[src/design/bpa_pkg.sv]
// ----------------------------------------------------------------------------
// bpa_pkg
// Shared types and codes for the buddy page allocator: item kinds, sequencer
// states, merge unit operations and the tree memory control word.
// ----------------------------------------------------------------------------
package bpa_pkg;

	// Width of the byte fields on the item ports
	localparam int unsigned FIELD_W = 12;

	// Item kinds
	localparam logic KIND_ALLOC = 1'b0;
	localparam logic KIND_FREE  = 1'b1;

	// Sequencer states
	typedef enum logic [2:0] {
		ST_IDLE,
		ST_DESC,
		ST_TGT,
		ST_CLIMB,
		ST_UP,
		ST_DONE
	} state_t;

	// Node update operations of the shared unit
	typedef enum logic {
		ALU_MAX,
		ALU_MERGE
	} alu_op_t;

	// Tree memory port control
	typedef struct packed {
		logic wr_en;
		logic rd_en;
	} mem_ctl_t;

endpackage

[src/design/buddy_page_allocator_unit.sv]
// ----------------------------------------------------------------------------
// buddy_page_allocator_unit
// Buddy allocator for one page with a header. Walks a longest-free tree one
// node per cycle under a small sequencer, using one shared compare unit.
// ----------------------------------------------------------------------------
// Steps: an allocate descends to the block's depth (0..LEVELS), claims the node if
//   it fits and climbs back to the root; a free climbs from the leaf to the allocated
//   node and merges up to the root; words rejected at accept go straight to DONE.
// Flow: a new item is taken only in idle, so the input stalls for the whole walk;
//   DONE holds while the result word is stalled.
// Reset: per-node valid bits clear at once, so the tree reads its initial lengths.
module buddy_page_allocator_unit #(
	parameter int unsigned PAGE_BYTES     = 4096,
	parameter int unsigned MIN_BLOCK      = 32,
	parameter int unsigned RESERVED_BYTES = 520
) (
	input  logic                          clk,
	input  logic                          arst_n,
	input  logic                          in_valid,
	output logic                          in_stall,
	input  logic                          kind,
	input  logic [bpa_pkg::FIELD_W-1:0]   req_size,
	input  logic [bpa_pkg::FIELD_W-1:0]   free_offset,
	output logic                          out_valid,
	input  logic                          out_stall,
	output logic                          ok,
	output logic [bpa_pkg::FIELD_W-1:0]   block_offset,
	output logic                          page_empty
);

	localparam int unsigned LOG_PAGE   = $clog2(PAGE_BYTES);
	localparam int unsigned LOG_MIN    = $clog2(MIN_BLOCK);
	localparam int unsigned LEVELS     = LOG_PAGE - LOG_MIN;
	localparam int unsigned LEAF_COUNT = PAGE_BYTES / MIN_BLOCK;
	localparam int unsigned NODE_COUNT = 2 * LEAF_COUNT - 1;
	localparam int unsigned IW         = LEVELS + 1;
	localparam int unsigned LW         = $clog2(LEVELS + 1);
	localparam int unsigned VAL_W      = LOG_PAGE + 1;
	localparam int unsigned W          = (VAL_W > bpa_pkg::FIELD_W) ? VAL_W
	                                     : bpa_pkg::FIELD_W;
	localparam int unsigned RES_W      = $clog2(RESERVED_BYTES + 1);
	localparam int unsigned GW         = ((W > RES_W) ? W : RES_W) + 1;
	localparam logic [GW-1:0]    RES_G   = GW'(RESERVED_BYTES);
	localparam logic [GW-1:0]    PAGE_G  = GW'(PAGE_BYTES);
	localparam logic [VAL_W-1:0] ROOT_USABLE = VAL_W'((PAGE_BYTES > RESERVED_BYTES)
	                                           ? (PAGE_BYTES - RESERVED_BYTES) : 0);

	// Node start byte at a level and position
	function automatic logic [GW-1:0] node_start(input logic [LW-1:0] lvl,
	                                             input logic [LEVELS-1:0] pos);
		return GW'(pos) << (LOG_PAGE - int'(lvl));
	endfunction

	// Node length less the header overlap, floored at zero
	function automatic logic [VAL_W-1:0] usable_len(input logic [LW-1:0] lvl,
	                                                input logic [LEVELS-1:0] pos);
		logic [GW-1:0] sz;
		logic [GW-1:0] start;
		logic [GW-1:0] stop;
		logic [GW-1:0] len;
		sz    = PAGE_G >> lvl;
		start = node_start(lvl, pos);
		stop  = start + sz;
		if (stop <= RES_G) begin
			len = '0;
		end else if (start < RES_G) begin
			len = stop - RES_G;
		end else begin
			len = sz;
		end
		return len[VAL_W-1:0];
	endfunction

	// Heap index of a node
	function automatic logic [IW-1:0] node_idx(input logic [LW-1:0] lvl,
	                                           input logic [LEVELS-1:0] pos);
		logic [IW-1:0] base;
		base = (IW'(1) << lvl) - IW'(1);
		return base + IW'(pos);
	endfunction

	bpa_pkg::state_t   state_q, state_d;
	bpa_pkg::mem_ctl_t mem_ctl;

	logic                        kind_q, kind_d;
	logic [W-1:0]                req_q, req_d;
	logic [LW-1:0]               tl_q, tl_d;
	logic [LW-1:0]               lvl_q, lvl_d;
	logic [LEVELS-1:0]           pos_q, pos_d;
	logic [VAL_W-1:0]            cur_q, cur_d;
	logic [VAL_W-1:0]            root_q, root_d;
	logic                        res_ok_q, res_ok_d;
	logic [bpa_pkg::FIELD_W-1:0] res_off_q, res_off_d;
	logic [LW-1:0]               rd_lvl_q, rd_lvl_d;
	logic [LEVELS-1:0]           rd_pos_q, rd_pos_d;

	logic                        out_valid_q;
	logic                        ok_q;
	logic [bpa_pkg::FIELD_W-1:0] block_offset_q;
	logic                        page_empty_q;

	logic [IW-1:0]    wr_addr;
	logic [VAL_W-1:0] wr_data;
	logic [IW-1:0]    rd_addr;
	logic [VAL_W-1:0] mem_rd_data;
	logic             mem_rd_hit;

	logic             in_acc;
	logic             out_load;
	logic [LW-1:0]    tl_calc;
	logic             fits;
	logic [GW-1:0]    off_g;
	logic [GW-1:0]    leaf_g;
	logic [LEVELS-1:0] leaf_pos;
	logic             off_past;
	logic             alloc_go;
	logic             free_go;
	logic [VAL_W-1:0] rd_usable;
	logic [VAL_W-1:0] rd_val;
	logic             rd_zero;
	logic [LW-1:0]    geo_lvl;
	logic [LEVELS-1:0] geo_pos;
	logic [VAL_W-1:0] geo_len;
	logic [LW-1:0]    up_lvl;
	logic [LEVELS-1:0] up_pos;
	logic [LW-1:0]    dn_lvl;
	logic [LEVELS-1:0] dn_pos;
	logic [GW-1:0]    off_calc;
	logic [VAL_W-1:0] up_val;

	bpa_pkg::alu_op_t alu_op;
	logic [W-1:0]     alu_a;
	logic [W-1:0]     alu_b;
	logic [W-1:0]     alu_full;
	logic             alu_ge;
	logic [W-1:0]     alu_res;

	// Handshakes
	assign in_stall = (state_q != bpa_pkg::ST_IDLE);
	assign in_acc   = in_valid && !in_stall;
	assign out_load = (state_q == bpa_pkg::ST_DONE) && (!out_valid_q || !out_stall);

	// Round the request up to a block size and find its tree depth
	always_comb begin
		tl_calc = '0;
		fits    = 1'b0;
		for (int k = LEVELS; k >= 0; k--) begin
			if (GW'(req_size) <= (GW'(MIN_BLOCK) << k)) begin
				fits    = 1'b1;
				tl_calc = LW'(LEVELS - k);
			end
		end
	end

	// Locate the leaf of a free offset
	assign off_g    = GW'(free_offset);
	assign leaf_g   = off_g >> LOG_MIN;
	assign leaf_pos = leaf_g[LEVELS-1:0];
	assign off_past = (off_g >= PAGE_G);

	// Supply the initial length for nodes not yet written
	assign rd_usable = usable_len(rd_lvl_q, rd_pos_q);
	assign rd_val    = mem_rd_hit ? mem_rd_data : rd_usable;
	assign rd_zero   = (rd_val == '0);

	// Neighbor nodes of the current one
	assign up_lvl = lvl_q - LW'(1);
	assign up_pos = pos_q >> 1;
	assign dn_lvl = lvl_q + LW'(1);
	assign dn_pos = (pos_q << 1) | LEVELS'(!alu_ge);

	// Geometry of the leaf on accept, else of the parent on the climb
	assign geo_lvl = (state_q == bpa_pkg::ST_IDLE) ? LW'(LEVELS) : up_lvl;
	assign geo_pos = (state_q == bpa_pkg::ST_IDLE) ? leaf_pos : up_pos;
	assign geo_len = usable_len(geo_lvl, geo_pos);

	// Block offset: the block ends at the node's end
	assign off_calc = node_start(lvl_q, pos_q) + (PAGE_G >> lvl_q) - GW'(rd_val);

	// Operands of the shared unit by state
	always_comb begin
		alu_op   = (kind_q == bpa_pkg::KIND_FREE) ? bpa_pkg::ALU_MERGE : bpa_pkg::ALU_MAX;
		alu_full = W'(geo_len);
		case (state_q)
			bpa_pkg::ST_IDLE: begin
				alu_a = W'(root_q);
				alu_b = W'(req_size);
			end
			bpa_pkg::ST_UP: begin
				alu_a = W'(cur_q);
				alu_b = W'(rd_val);
			end
			default: begin
				alu_a = W'(rd_val);
				alu_b = req_q;
			end
		endcase
	end

	bpa_node_alu #(
		.W(W)
	) u_alu (
		.op   (alu_op),
		.a    (alu_a),
		.b    (alu_b),
		.full (alu_full),
		.ge   (alu_ge),
		.res  (alu_res)
	);

	assign up_val = alu_res[VAL_W-1:0];

	// Decide whether an accepted item walks the tree
	assign alloc_go = (kind == bpa_pkg::KIND_ALLOC) && (req_size != '0) && fits && alu_ge;
	assign free_go  = (kind == bpa_pkg::KIND_FREE) && !off_past && (geo_len != '0);

	// Next state
	always_comb begin
		state_d = state_q;
		case (state_q)
			bpa_pkg::ST_IDLE: begin
				if (in_acc) begin
					if (alloc_go) begin
						state_d = (tl_calc == '0) ? bpa_pkg::ST_TGT : bpa_pkg::ST_DESC;
					end else if (free_go) begin
						state_d = bpa_pkg::ST_CLIMB;
					end else begin
						state_d = bpa_pkg::ST_DONE;
					end
				end
			end
			bpa_pkg::ST_DESC: begin
				state_d = (dn_lvl == tl_q) ? bpa_pkg::ST_TGT : bpa_pkg::ST_DESC;
			end
			bpa_pkg::ST_TGT: begin
				if (!alu_ge || lvl_q == '0) begin
					state_d = bpa_pkg::ST_DONE;
				end else begin
					state_d = bpa_pkg::ST_UP;
				end
			end
			bpa_pkg::ST_CLIMB: begin
				if (lvl_q == '0) begin
					state_d = bpa_pkg::ST_DONE;
				end else begin
					state_d = rd_zero ? bpa_pkg::ST_UP : bpa_pkg::ST_CLIMB;
				end
			end
			bpa_pkg::ST_UP: begin
				state_d = (up_lvl == '0) ? bpa_pkg::ST_DONE : bpa_pkg::ST_UP;
			end
			bpa_pkg::ST_DONE: begin
				if (out_load) begin
					state_d = bpa_pkg::ST_IDLE;
				end
			end
			default: begin
				state_d = bpa_pkg::ST_IDLE;
			end
		endcase
	end

	// Datapath and memory control per state
	always_comb begin
		kind_d    = kind_q;
		req_d     = req_q;
		tl_d      = tl_q;
		lvl_d     = lvl_q;
		pos_d     = pos_q;
		cur_d     = cur_q;
		root_d    = root_q;
		res_ok_d  = res_ok_q;
		res_off_d = res_off_q;
		rd_lvl_d  = rd_lvl_q;
		rd_pos_d  = rd_pos_q;
		mem_ctl   = '0;
		wr_addr   = '0;
		wr_data   = '0;
		case (state_q)
			bpa_pkg::ST_IDLE: begin
				if (in_acc) begin
					kind_d    = kind;
					req_d     = W'(req_size);
					tl_d      = tl_calc;
					res_ok_d  = 1'b0;
					res_off_d = '0;
					lvl_d     = '0;
					pos_d     = '0;
					if (alloc_go) begin
						// Read the root itself or its left child
						mem_ctl.rd_en = 1'b1;
						rd_lvl_d      = (tl_calc == '0) ? LW'(0) : LW'(1);
						rd_pos_d      = '0;
					end else if (free_go) begin
						// Start the climb at the leaf
						mem_ctl.rd_en = 1'b1;
						lvl_d         = LW'(LEVELS);
						pos_d         = leaf_pos;
						rd_lvl_d      = LW'(LEVELS);
						rd_pos_d      = leaf_pos;
					end
				end
			end
			bpa_pkg::ST_DESC: begin
				// Step to the left child if it fits, else to the right
				lvl_d         = dn_lvl;
				pos_d         = dn_pos;
				mem_ctl.rd_en = 1'b1;
				if (dn_lvl == tl_q) begin
					rd_lvl_d = dn_lvl;
					rd_pos_d = dn_pos;
				end else begin
					rd_lvl_d = dn_lvl + LW'(1);
					rd_pos_d = dn_pos << 1;
				end
			end
			bpa_pkg::ST_TGT: begin
				// If the node fits, claim it and start the update climb
				if (alu_ge) begin
					res_ok_d      = 1'b1;
					res_off_d     = off_calc[bpa_pkg::FIELD_W-1:0];
					mem_ctl.wr_en = 1'b1;
					wr_addr       = node_idx(lvl_q, pos_q);
					wr_data       = '0;
					cur_d         = '0;
					if (lvl_q == '0) begin
						root_d = '0;
					end else begin
						mem_ctl.rd_en = 1'b1;
						rd_lvl_d      = lvl_q;
						rd_pos_d      = pos_q ^ LEVELS'(1);
					end
				end
			end
			bpa_pkg::ST_CLIMB: begin
				if (!rd_zero) begin
					// Advance to the parent until an allocated node shows up
					if (lvl_q != '0) begin
						lvl_d         = up_lvl;
						pos_d         = up_pos;
						mem_ctl.rd_en = 1'b1;
						rd_lvl_d      = up_lvl;
						rd_pos_d      = up_pos;
					end
				end else begin
					// Restore the node and start merging upward
					res_ok_d      = 1'b1;
					mem_ctl.wr_en = 1'b1;
					wr_addr       = node_idx(lvl_q, pos_q);
					wr_data       = rd_usable;
					cur_d         = rd_usable;
					if (lvl_q == '0) begin
						root_d = rd_usable;
					end else begin
						mem_ctl.rd_en = 1'b1;
						rd_lvl_d      = lvl_q;
						rd_pos_d      = pos_q ^ LEVELS'(1);
					end
				end
			end
			bpa_pkg::ST_UP: begin
				// Refresh the parent from both children, fetch the next buddy
				mem_ctl.wr_en = 1'b1;
				wr_addr       = node_idx(up_lvl, up_pos);
				wr_data       = up_val;
				cur_d         = up_val;
				lvl_d         = up_lvl;
				pos_d         = up_pos;
				if (up_lvl == '0) begin
					root_d = up_val;
				end else begin
					mem_ctl.rd_en = 1'b1;
					rd_lvl_d      = up_lvl;
					rd_pos_d      = up_pos ^ LEVELS'(1);
				end
			end
			default: begin
			end
		endcase
	end

	assign rd_addr = node_idx(rd_lvl_d, rd_pos_d);

	bpa_tree_mem #(
		.DEPTH (NODE_COUNT),
		.AW    (IW),
		.DW    (VAL_W)
	) u_mem (
		.clk     (clk),
		.arst_n  (arst_n),
		.ctl     (mem_ctl),
		.wr_addr (wr_addr),
		.wr_data (wr_data),
		.rd_addr (rd_addr),
		.rd_data (mem_rd_data),
		.rd_hit  (mem_rd_hit)
	);

	// Control state
	always_ff @(posedge clk or negedge arst_n) begin
		if (!arst_n) begin
			state_q     <= bpa_pkg::ST_IDLE;
			root_q      <= ROOT_USABLE;
			out_valid_q <= 1'b0;
		end else begin
			state_q <= state_d;
			root_q  <= root_d;
			if (out_load) begin
				out_valid_q <= 1'b1;
			end else if (out_valid_q && !out_stall) begin
				out_valid_q <= 1'b0;
			end
		end
	end

	// Walk registers and result word
	always_ff @(posedge clk) begin
		kind_q    <= kind_d;
		req_q     <= req_d;
		tl_q      <= tl_d;
		lvl_q     <= lvl_d;
		pos_q     <= pos_d;
		cur_q     <= cur_d;
		res_ok_q  <= res_ok_d;
		res_off_q <= res_off_d;
		rd_lvl_q  <= rd_lvl_d;
		rd_pos_q  <= rd_pos_d;
		if (out_load) begin
			ok_q           <= res_ok_q;
			block_offset_q <= res_off_q;
			page_empty_q   <= (root_q == ROOT_USABLE);
		end
	end

	assign out_valid    = out_valid_q;
	assign ok           = ok_q;
	assign block_offset = block_offset_q;
	assign page_empty   = page_empty_q;

	// An accepted word always leaves idle
	a_accept_busy: assert property (@(posedge clk) disable iff (!arst_n)
		in_acc |=> (state_q != bpa_pkg::ST_IDLE))
		else $error("accepted word did not start the sequencer");

	// The walk never reads the node it is writing
	a_no_rw_clash: assert property (@(posedge clk) disable iff (!arst_n)
		(mem_ctl.wr_en && mem_ctl.rd_en) |-> (wr_addr != rd_addr))
		else $error("tree memory read and write hit the same node");

	// The root run never exceeds the usable page
	a_root_bound: assert property (@(posedge clk) disable iff (!arst_n)
		root_q <= ROOT_USABLE)
		else $error("root run exceeds usable page length");

	// A result is loaded only on the way out of the last state
	a_load_done: assert property (@(posedge clk) disable iff (!arst_n)
		out_load |=> (state_q == bpa_pkg::ST_IDLE) && out_valid_q)
		else $error("result load did not return to idle with a valid word");

endmodule

[src/design/bpa_node_alu.sv]
// ----------------------------------------------------------------------------
// bpa_node_alu
// Shared compare and update unit for tree nodes. Compares a against b and
// forms the new parent run: the larger child or, for a merge, the whole node
// when both children together cover it.
// ----------------------------------------------------------------------------
module bpa_node_alu #(
	parameter int unsigned W = 13
) (
	input  bpa_pkg::alu_op_t op,
	input  logic [W-1:0]     a,
	input  logic [W-1:0]     b,
	input  logic [W-1:0]     full,
	output logic             ge,
	output logic [W-1:0]     res
);

	logic [W:0]   sum;
	logic [W-1:0] big;

	// Compare, pick the larger run, check for a buddy merge
	always_comb begin
		ge  = (a >= b);
		big = ge ? a : b;
		sum = {1'b0, a} + {1'b0, b};
		case (op)
			bpa_pkg::ALU_MAX:   res = big;
			bpa_pkg::ALU_MERGE: res = (sum == {1'b0, full}) ? full : big;
			default:            res = big;
		endcase
	end

endmodule

[src/design/bpa_tree_mem.sv]
// ----------------------------------------------------------------------------
// bpa_tree_mem
// Node memory of the longest-free tree: one write and one registered read
// per cycle. A valid bit per node marks entries written since reset; the
// read returns it with the data so the caller can supply the initial length.
// ----------------------------------------------------------------------------
module bpa_tree_mem #(
	parameter int unsigned DEPTH = 255,
	parameter int unsigned AW    = 8,
	parameter int unsigned DW    = 13
) (
	input  logic               clk,
	input  logic               arst_n,
	input  bpa_pkg::mem_ctl_t  ctl,
	input  logic [AW-1:0]      wr_addr,
	input  logic [DW-1:0]      wr_data,
	input  logic [AW-1:0]      rd_addr,
	output logic [DW-1:0]      rd_data,
	output logic               rd_hit
);

	logic [DW-1:0]    mem_q [DEPTH];
	logic [DEPTH-1:0] valid_q;
	logic [DW-1:0]    rd_data_q;
	logic             rd_hit_q;

	// Write the node array, register the read word
	always_ff @(posedge clk) begin
		if (ctl.wr_en) begin
			mem_q[wr_addr] <= wr_data;
		end
		if (ctl.rd_en) begin
			rd_data_q <= mem_q[rd_addr];
		end
	end

	// Track written entries, register the hit flag with the read
	always_ff @(posedge clk or negedge arst_n) begin
		if (!arst_n) begin
			valid_q  <= '0;
			rd_hit_q <= 1'b0;
		end else begin
			if (ctl.wr_en) begin
				valid_q[wr_addr] <= 1'b1;
			end
			if (ctl.rd_en) begin
				rd_hit_q <= valid_q[rd_addr];
			end
		end
	end

	assign rd_data = rd_data_q;
	assign rd_hit  = rd_hit_q;

endmodule
[config.mk]
export PLATFORM = sky130hd
export DESIGN_NAME = buddy_page_allocator_unit
export DESIGN_NICKNAME = d
export VERILOG_FILES = /design/src/design/bpa_pkg.sv /design/src/design/buddy_page_allocator_unit.sv /design/src/design/bpa_node_alu.sv /design/src/design/bpa_tree_mem.sv
export SDC_FILE = /design/constraint.sdc
export NUM_CORES = 2
export LEC_CHECK = 0
export BUFFER_PORTS_ARGS = -buffer_cell sky130_fd_sc_hd__buf_4
export CELL_PAD_IN_SITES_DETAIL_PLACEMENT = 0
export CELL_PAD_IN_SITES_GLOBAL_PLACEMENT = 1
export CORE_MARGIN = 2
export CORE_UTILIZATION = 40
export DETAILED_ROUTE_END_ITERATION = 12
export PLACE_DENSITY_LB_ADDON = 0.1
export SETUP_SLACK_MARGIN = 0.15
export SLEW_MARGIN = 0
export SYNTH_ARGS = -nofsm -noshare
export SYNTH_HDL_FRONTEND = slang
export SYNTH_HIERARCHICAL = 1
export SYNTH_SLANG_ARGS = --single-unit
[constraint.sdc]
create_clock -name clk -period 34 [get_ports clk]
set_clock_uncertainty 0.1 [all_clocks]
set_input_delay 3.4 -clock clk [delete_from_list [all_inputs] [get_ports clk]]
set_output_delay 3.4 -clock clk [all_outputs]
set_load 0.01 [all_outputs]
* After elaboration in Yosys (flattened, before gate mapping)
Memories as Yosys holds them, arrays and structs flattened. A register that Yosys moved wholly into a read port is not among the register bits. Cells that the tools add are included.
Storage, ports and cells: output and inout port bits 16, bits in registers 349, memory bits (writable) 3315, bits of input ports 29, memories 1, word-level logic and storage cells 226
Memory list:
- u_mem.mem_q | depth 255, bits a word 13, rd ports 1, clocked after Yosys merged registers in 1, write ports 1, RTL line bpa_tree_mem.sv:22 | logic [DW-1:0] mem_q [DEPTH];
Operators by class: equality and inequality tests 17, magnitude comparators 16, add/subtract/negate cells 19, reduce and logical (&&, ||, !) cells 36, multiplexer cells 104, bitwise logic cells 6, shift-type cells 9
Operators by type and width (count):
- $or A255 B255 Y255 | 1
- $mux W13 | 15
- $mux W7 | 15
- $pmux W13 S2 | 4
- $mux W3 | 26
- $pmux W13 S3 | 2
- $shl A7 B32 Y14 | 2
- $pmux W7 S5 | 1
- $shl A7 B32 Y12 | 1
- $add A14 B14 Y14 | 2
- $le A14 B10 Y1 const B | 2
- $lt A14 B10 Y1 const B | 2
- $pmux W7 S4 | 1
- $shr A13 B3 Y14 const A | 2
- $sub A13 B10 Y13 const B | 2
- $mux W12 | 2
- $pmux W12 S2 | 1
- $pmux W8 S3 | 1
- $shl A1 B3 Y8 const A | 3
- $sub A8 B2 Y8 const B | 3
- $mux W1 | 22
- $lt A8 B9 Y1 const B | 2
- $ne A2 B2 Y1 const B | 9
- $pmux W3 S6 | 1
- other kinds (49) | 85

* Longest topological paths before layout
depth after elaboration 19, depth in mapped cells 62, gate-level depth less buffers 56

* By module
The synthesis kept the hierarchy.
By module, submodules not included:
- bpa_tree_mem | area each 139103.4 µm², times used 1, seq. area each 106342.0 µm², cells an instance 6721
- buddy_page_allocator_unit | area each 10877.9 µm², times used 1, seq. area each 2617.5 µm², cells an instance 1326
- bpa_node_alu | area each 1498.9 µm², times used 1, seq. area each 0.0 µm², cells an instance 182

* Worst setup path before layout
Ideal clock, no wire load.
path type reg2reg, start point register rd_lvl_q[0], end point memory u_mem.mem_q[0][0], data pin, arrival time 14.710 ns, slack 17.009 ns, data required time 31.720 ns, library setup time 2.180 ns, cell stages (with the launch flop) 20, period minus slack after synthesis 16.991 ns, path buffers 2, cells stage by stage dfxtp_1 clkinv_1 ha_1 ha_1 clkbuf_1 mux2_2 a21oi_1 nor2_1 ha_1 a21oi_1 a21oi_1 or4b_1 clkbuf_1 a21boi_0 xor2_1 nor3_1 a311oi_2 nor4_4 nand3_1 o21ai_0
On the way: longest elaborated chain between the ends 13, elaborated cells on any way between the ends 21, those cells by class add/sub (4); order compare (3); eq/ne (1); shift (2); mux (10); reduce/logical (1)
RTL lines:
- start, declared | RTL line buddy_page_allocator_unit.sv:94 | logic [LW-1:0] rd_lvl_q, rd_lvl_d;
- start signal, assigned | RTL line buddy_page_allocator_unit.sv:426 | rd_lvl_q <= rd_lvl_d;
- $sub A4 B3 Y5 | RTL line buddy_page_allocator_unit.sv:51 | return GW'(pos) << (LOG_PAGE - int'(lvl));
- $shl A7 B32 Y14 | RTL line buddy_page_allocator_unit.sv:51
- $add A14 B14 Y14 | RTL line buddy_page_allocator_unit.sv:63 | stop = start + sz;
- $sub A13 B10 Y13 | RTL line buddy_page_allocator_unit.sv:67 | len = stop - RES_G;
- $mux W13 | RTL line buddy_page_allocator_unit.sv:66 | end else if (start < RES_G) begin
- $mux W13 (*) | RTL line buddy_page_allocator_unit.sv:64 | if (stop <= RES_G) begin
- $mux W13 | RTL line buddy_page_allocator_unit.sv:163 | assign rd_val = mem_rd_hit ? mem_rd_data : rd_usable;
- $pmux W13 S2 | RTL line buddy_page_allocator_unit.sv:184 | case (state_q)
- $add A13 B13 Y14 or $ge A13 B13 Y1 (tied branches) | RTL line bpa_node_alu.sv:25, bpa_node_alu.sv:23
- $eq A14 B13 Y1 or $mux W13 (tied branches) | RTL line bpa_node_alu.sv:28, bpa_node_alu.sv:24
- $mux W13 | RTL line bpa_node_alu.sv:28 | bpa_pkg::ALU_MERGE: res = (sum == {1'b0, full}) ? full : big;
- $pmux W13 S2 | RTL line bpa_node_alu.sv:26 | case (op)
- $pmux W13 S2 (*) | RTL line buddy_page_allocator_unit.sv:279 | case (state_q)
- via wr_data[0] | RTL line buddy_page_allocator_unit.sv:103 | logic [VAL_W-1:0] wr_data;
- end, declared | RTL line bpa_tree_mem.sv:22
The timed path passes the listed nets; every way through them passes the cells marked *.

* Worst setup path in the final report
start point register rd_lvl_q[0], end point register u_mem.rd_data_q[1] (netlist: u_mem/rd_data[1]), read port of u_mem.mem_q, data pin
On the way: longest elaborated chain between the ends 16, elaborated cells on any way between the ends 40, those cells by class add/sub (5); order compare (3); shift (3); mux (25); bitwise (1); reduce/logical (3)
RTL lines:
- $sub A4 B3 Y5 | RTL line buddy_page_allocator_unit.sv:51
- $shl A7 B32 Y14 | RTL line buddy_page_allocator_unit.sv:51
- $add A14 B14 Y14 | RTL line buddy_page_allocator_unit.sv:63
- $sub A13 B10 Y13 | RTL line buddy_page_allocator_unit.sv:67
- $mux W13 | RTL line buddy_page_allocator_unit.sv:66
- $mux W13 (*) | RTL line buddy_page_allocator_unit.sv:64
- $mux W13 (*) | RTL line buddy_page_allocator_unit.sv:163
- $pmux W13 S2 (*) | RTL line buddy_page_allocator_unit.sv:184
- via alu_a[9] | RTL line buddy_page_allocator_unit.sv:132 | logic [W-1:0] alu_a;
- [1 not listed]
- via alu_ge | RTL line buddy_page_allocator_unit.sv:135 | logic alu_ge;
- [1 not listed]
- $mux W3 | RTL line buddy_page_allocator_unit.sv:289 | if (alloc_go) begin
- $mux W3 | RTL line buddy_page_allocator_unit.sv:281 | if (in_acc) begin
- $pmux W3 S5 (*) | RTL line buddy_page_allocator_unit.sv:279
- via rd_lvl_d[0] | RTL line buddy_page_allocator_unit.sv:94
- $shl A1 B3 Y8 (*) | RTL line buddy_page_allocator_unit.sv:78 | base = (IW'(1) << lvl) - IW'(1);
- $sub A8 B2 Y8 (*) | RTL line buddy_page_allocator_unit.sv:78
- $add A8 B7 Y8 (*) | RTL line buddy_page_allocator_unit.sv:79 | return base + IW'(pos);
- via rd_addr[0] | RTL line buddy_page_allocator_unit.sv:104 | logic [IW-1:0] rd_addr;
- end, declared | RTL line bpa_tree_mem.sv:24 | logic [DW-1:0] rd_data_q;
Marked as above. A chain may end at the register's enable or synchronous reset.

==> metrics.md <==
| Metric | Value |
|---|---|
| WS Path Type | `flop to flop` |
| Clk_lat worst skew | `0.97 ns` |
| Synth area leader | `edfxtp_1` |
| GP Congestion | `roughly 0.84` |
| Max Slew Vio Count | `0` |
| H-tree levels | `5` |
| Worst EP arrival | `18.56 ns` |
| Die Width | `approximately 620 um` |
| Minimum clock period | `17.95 ns` |
| Top post-synthesis cells by area | `edfxtp_1, mux4_2, dfrtp_1` |
| CP required | `roughly 35 ns` |
| CTS Root Cell | `clkbuf_16` |
| Postcts setup bufs | `0` |
| Yosys warns | `6` |
| Die area | `0.384 mm^2` |
| Final Hold Viols | `0` |
| Tightest Hold Check Type | `flop to flop` |
| Initial antenna violation count | `28` |
| Rows | `225` |
| Gr usage total | `0.241` |
| Setup-failing EPs final | `0` |
| Status | `completed` |
| Clock slew seen by the registers of the worst setup and hold paths | `approximately 0.060 ns` |
| Max Cap Violations | `0` |
| Maximum clock insertion buffer count | `4` |
| Post-Synthesis Cells | `between 8k and 9k` |
| Worst Hold Launch | `res_off_q[5]` |
| Max-slew headroom | `0.103` |
| Post-synthesis register bit count | `3,677` |
| Post-Route WL | `467 mm` |
| GRT overflow | `0` |
| Layout area overhead | `13.6%` |
| CTS buffer count | `400` |
| Worst Max-Slew Pin Slew | `1.35 ns` |
| CTS Sinks | `about 3.7k` |
| Number of synthesized flops with an enable pin | `3,394` |
| Mapped cell area | `0.151 mm^2` |
| Crit Path Max Fanout | `72` |
| Most common flop cell mapped by yosys | `edfxtp_1` |
| Post-layout util | `0.457` |
| Final cycle utilization of the critical path | `0.528` |
| DR WL/cell | `between 30 and 40 um` |
| Area share of the largest cell type after synthesis | `0.673` |
| Worst Setup SP | `rd_lvl_q[0]` |
| Vias in the first global route | `82.1k` |
| Ports | `45` |
| First-pass detailed-route iteration total | `6` |
| Antenna viol nets, final | `0` |
| Worst r2r src | `rd_lvl_q[0]` |
| Avg Vias per Cell | `roughly 5.9` |
| Via count | `81.8k` |
| Syn Area/Cell | `between 15 and 20 um^2` |
| CTS tree | `built` |
| Initial Utilization | `0.402` |
| Port bufs | `39` |
| Slowest stage delay, CP | `1.01 ns` |
| Core box area | `0.376 mm^2` |
| Post-DP HPWL | `around 280 mm` |
| Startpoint types | `flop` |
| First-pass GRT wire length | `approximately 650 mm` |
| Initial DRC Count | `9,182` |
| Post-cts gate resize count | `0` |
| Slowest stage cell, crit path | `a21oi_1` |
| Final-stage net count | `8,793` |
| Syn_nets | `between 8k and 9k` |
| Critical Path Most Common Cell | `buf_4` |
| Share of layout cells above drive strength 1 | `0.252` |
| Fmax | `0.0557 GHz` |
| Post-CTS Hold Buffers | `0` |
| Largest net degree at the start of global routing | `191` |
| Synth cell types | `roughly 110` |
| DRC Markers | `0` |
| RSZ-0062 raised after global routing | `no` |
| Synth async-reset ratio | `0.0742` |
| Setup TNS | `0 ns` |
| Die H | `619 um` |
| Critical Path Sink Type | `flop` |
| # fillers | `approximately 32k` |
| Register area share after synthesis | `0.719` |
## per-layer routing
layer | wire (um) | vias to the layer above | track usage
met1 | 197000 | 44400 | 0.336
met4 | 12400 | 6 | 0.0609
li1 | - | 34000 | -
met2 | 227000 | 2840 | 0.399
met5 | 30 | - | 0
met3 | 30700 | 542 | 0.0358
## worst max-delay path, delay by kind of cell, from the launching register on
kind	cells	cell delay, ns
buffers and inverters	11	4.83
AO/OA/AOI/OAI	13	4.23
AND/OR/NAND/NOR	13	3.89
adder cells (fa/ha/maj)	4	2.22
multiplexers	4	1.81
flip-flops	1	0.31
## final timing paths
| path | slack, ns | to | cells past startpoint |
|---|---|---|---|
| max | 16.05 | u_mem/rd_data[1] | 45 |
| min | 0.31 | block_offset[5] | 0 |
| max reg2reg | 16.05 | u_mem/rd_data[1] | 45 |
| min reg2reg | 0.31 | block_offset[5] | 0 |
| max in group asynchronous | 29.31 | u_mem/valid_q[0] | 3 |
| min in group asynchronous | 2.29 | u_mem/valid_q[224] | 1 |
## sequential cells by signal (all words and copies together), names as in the netlist, 7 cells and up
register       cells
cur_q             13
req_q             12
u_mem/rd_data     13
rd_pos_q           7
u_mem/mem_q     3315
block_offset      12
res_off_q         12
u_mem/valid_q    255
pos_q              7
root_q            13
## cells by family after synthesis
kind of cell               after synthesis  synth area share
xor gates and xnor gates                80           0.00463
adders and majority gates              132            0.0115
muxes                                 1252             0.151
AOI/OAI and AO/OA                      944            0.0435
and+or+nand+nor                       1538            0.0489
buffers and inverters                  606            0.0211
DFF                                   3677             0.719
## placed cells by master (no fill, tap or decap), types with 38 or more instances in the layout
cell type,Yosys,layout
a211oi_1,42,42
a21o_1,38,38
a21oi_1,201,201
a31oi_1,46,46
buf_4,57,452
clkbuf_1,191,108
clkbuf_16,0,403
clkinv_1,5,72
clkinv_2,0,56
dfrtp_1,265,264
edfxtp_1,3394,3394
ha_1,119,118
inv_1,133,130
mux2_2,46,46
mux2i_1,371,371
mux4_2,814,814
nand2_1,426,425
nand3_1,103,101
nor2_1,423,406
nor2b_1,43,42
nor3_1,83,82
o21ai_0,133,126
o221ai_1,130,130
o22ai_1,96,95
or2_2,264,264
xnor2_1,52,48
## metrics by stage
stage	hold slack [ns]	cell area (um^2)	setup slack (ns)	instances
finish	0.309	172000	16.05	14000
global placement	0.303	159000	15.87	13200
detailed placement	0.306	159000	15.98	13200
CTS	0.317	172000	15.96	14000
global route	0.325	172000	14.64	14000
floorplan	0.300	151000	17.01	8229
## synth_stat cells, types with 13 or more instances
master,number
clkbuf_1,191
ha_1,119
nor2_1,423
mux4_2,814
a221oi_1,26
nand2b_1,28
o221ai_1,130
nor4_1,14
a311oi_1,13
nor2b_1,43
nand3_1,103
buf_6,62
mux2_4,20
a21o_1,38
a22o_1,21
nor3_1,83
nand2_1,426
xor2_1,28
o21ai_0,133
a211oi_1,42
o211ai_1,18
o22ai_1,96
and3_1,30
buf_2,115
xnor2_1,52
or2_2,264
nand4_1,22
or3_1,14
mux2_2,46
a21oi_1,201
a31oi_1,46
a22oi_1,21
mux2i_1,371
dfrtp_1,265
buf_4,57
o31ai_1,13
fa_1,13
edfxtp_1,3394
and2_1,35
buf_1,30
inv_1,133
## final cells by class
type                    instances  area [um^2]  area share
repair buffers                466         3670      0.0213
well taps                    4994         6250      0.0363
multi-input cells            3946        39600       0.230
inverters                     141          559     0.00325
clock inverters               196         2120      0.0123
flip-flops and latches       3677       109000       0.633
clock buffers                 541        10900      0.0633
diodes                          9         22.5    0.000131
Power is not shown: default switching activity piles up to over one toggle a cycle in this logic, so the estimate is an artifact.
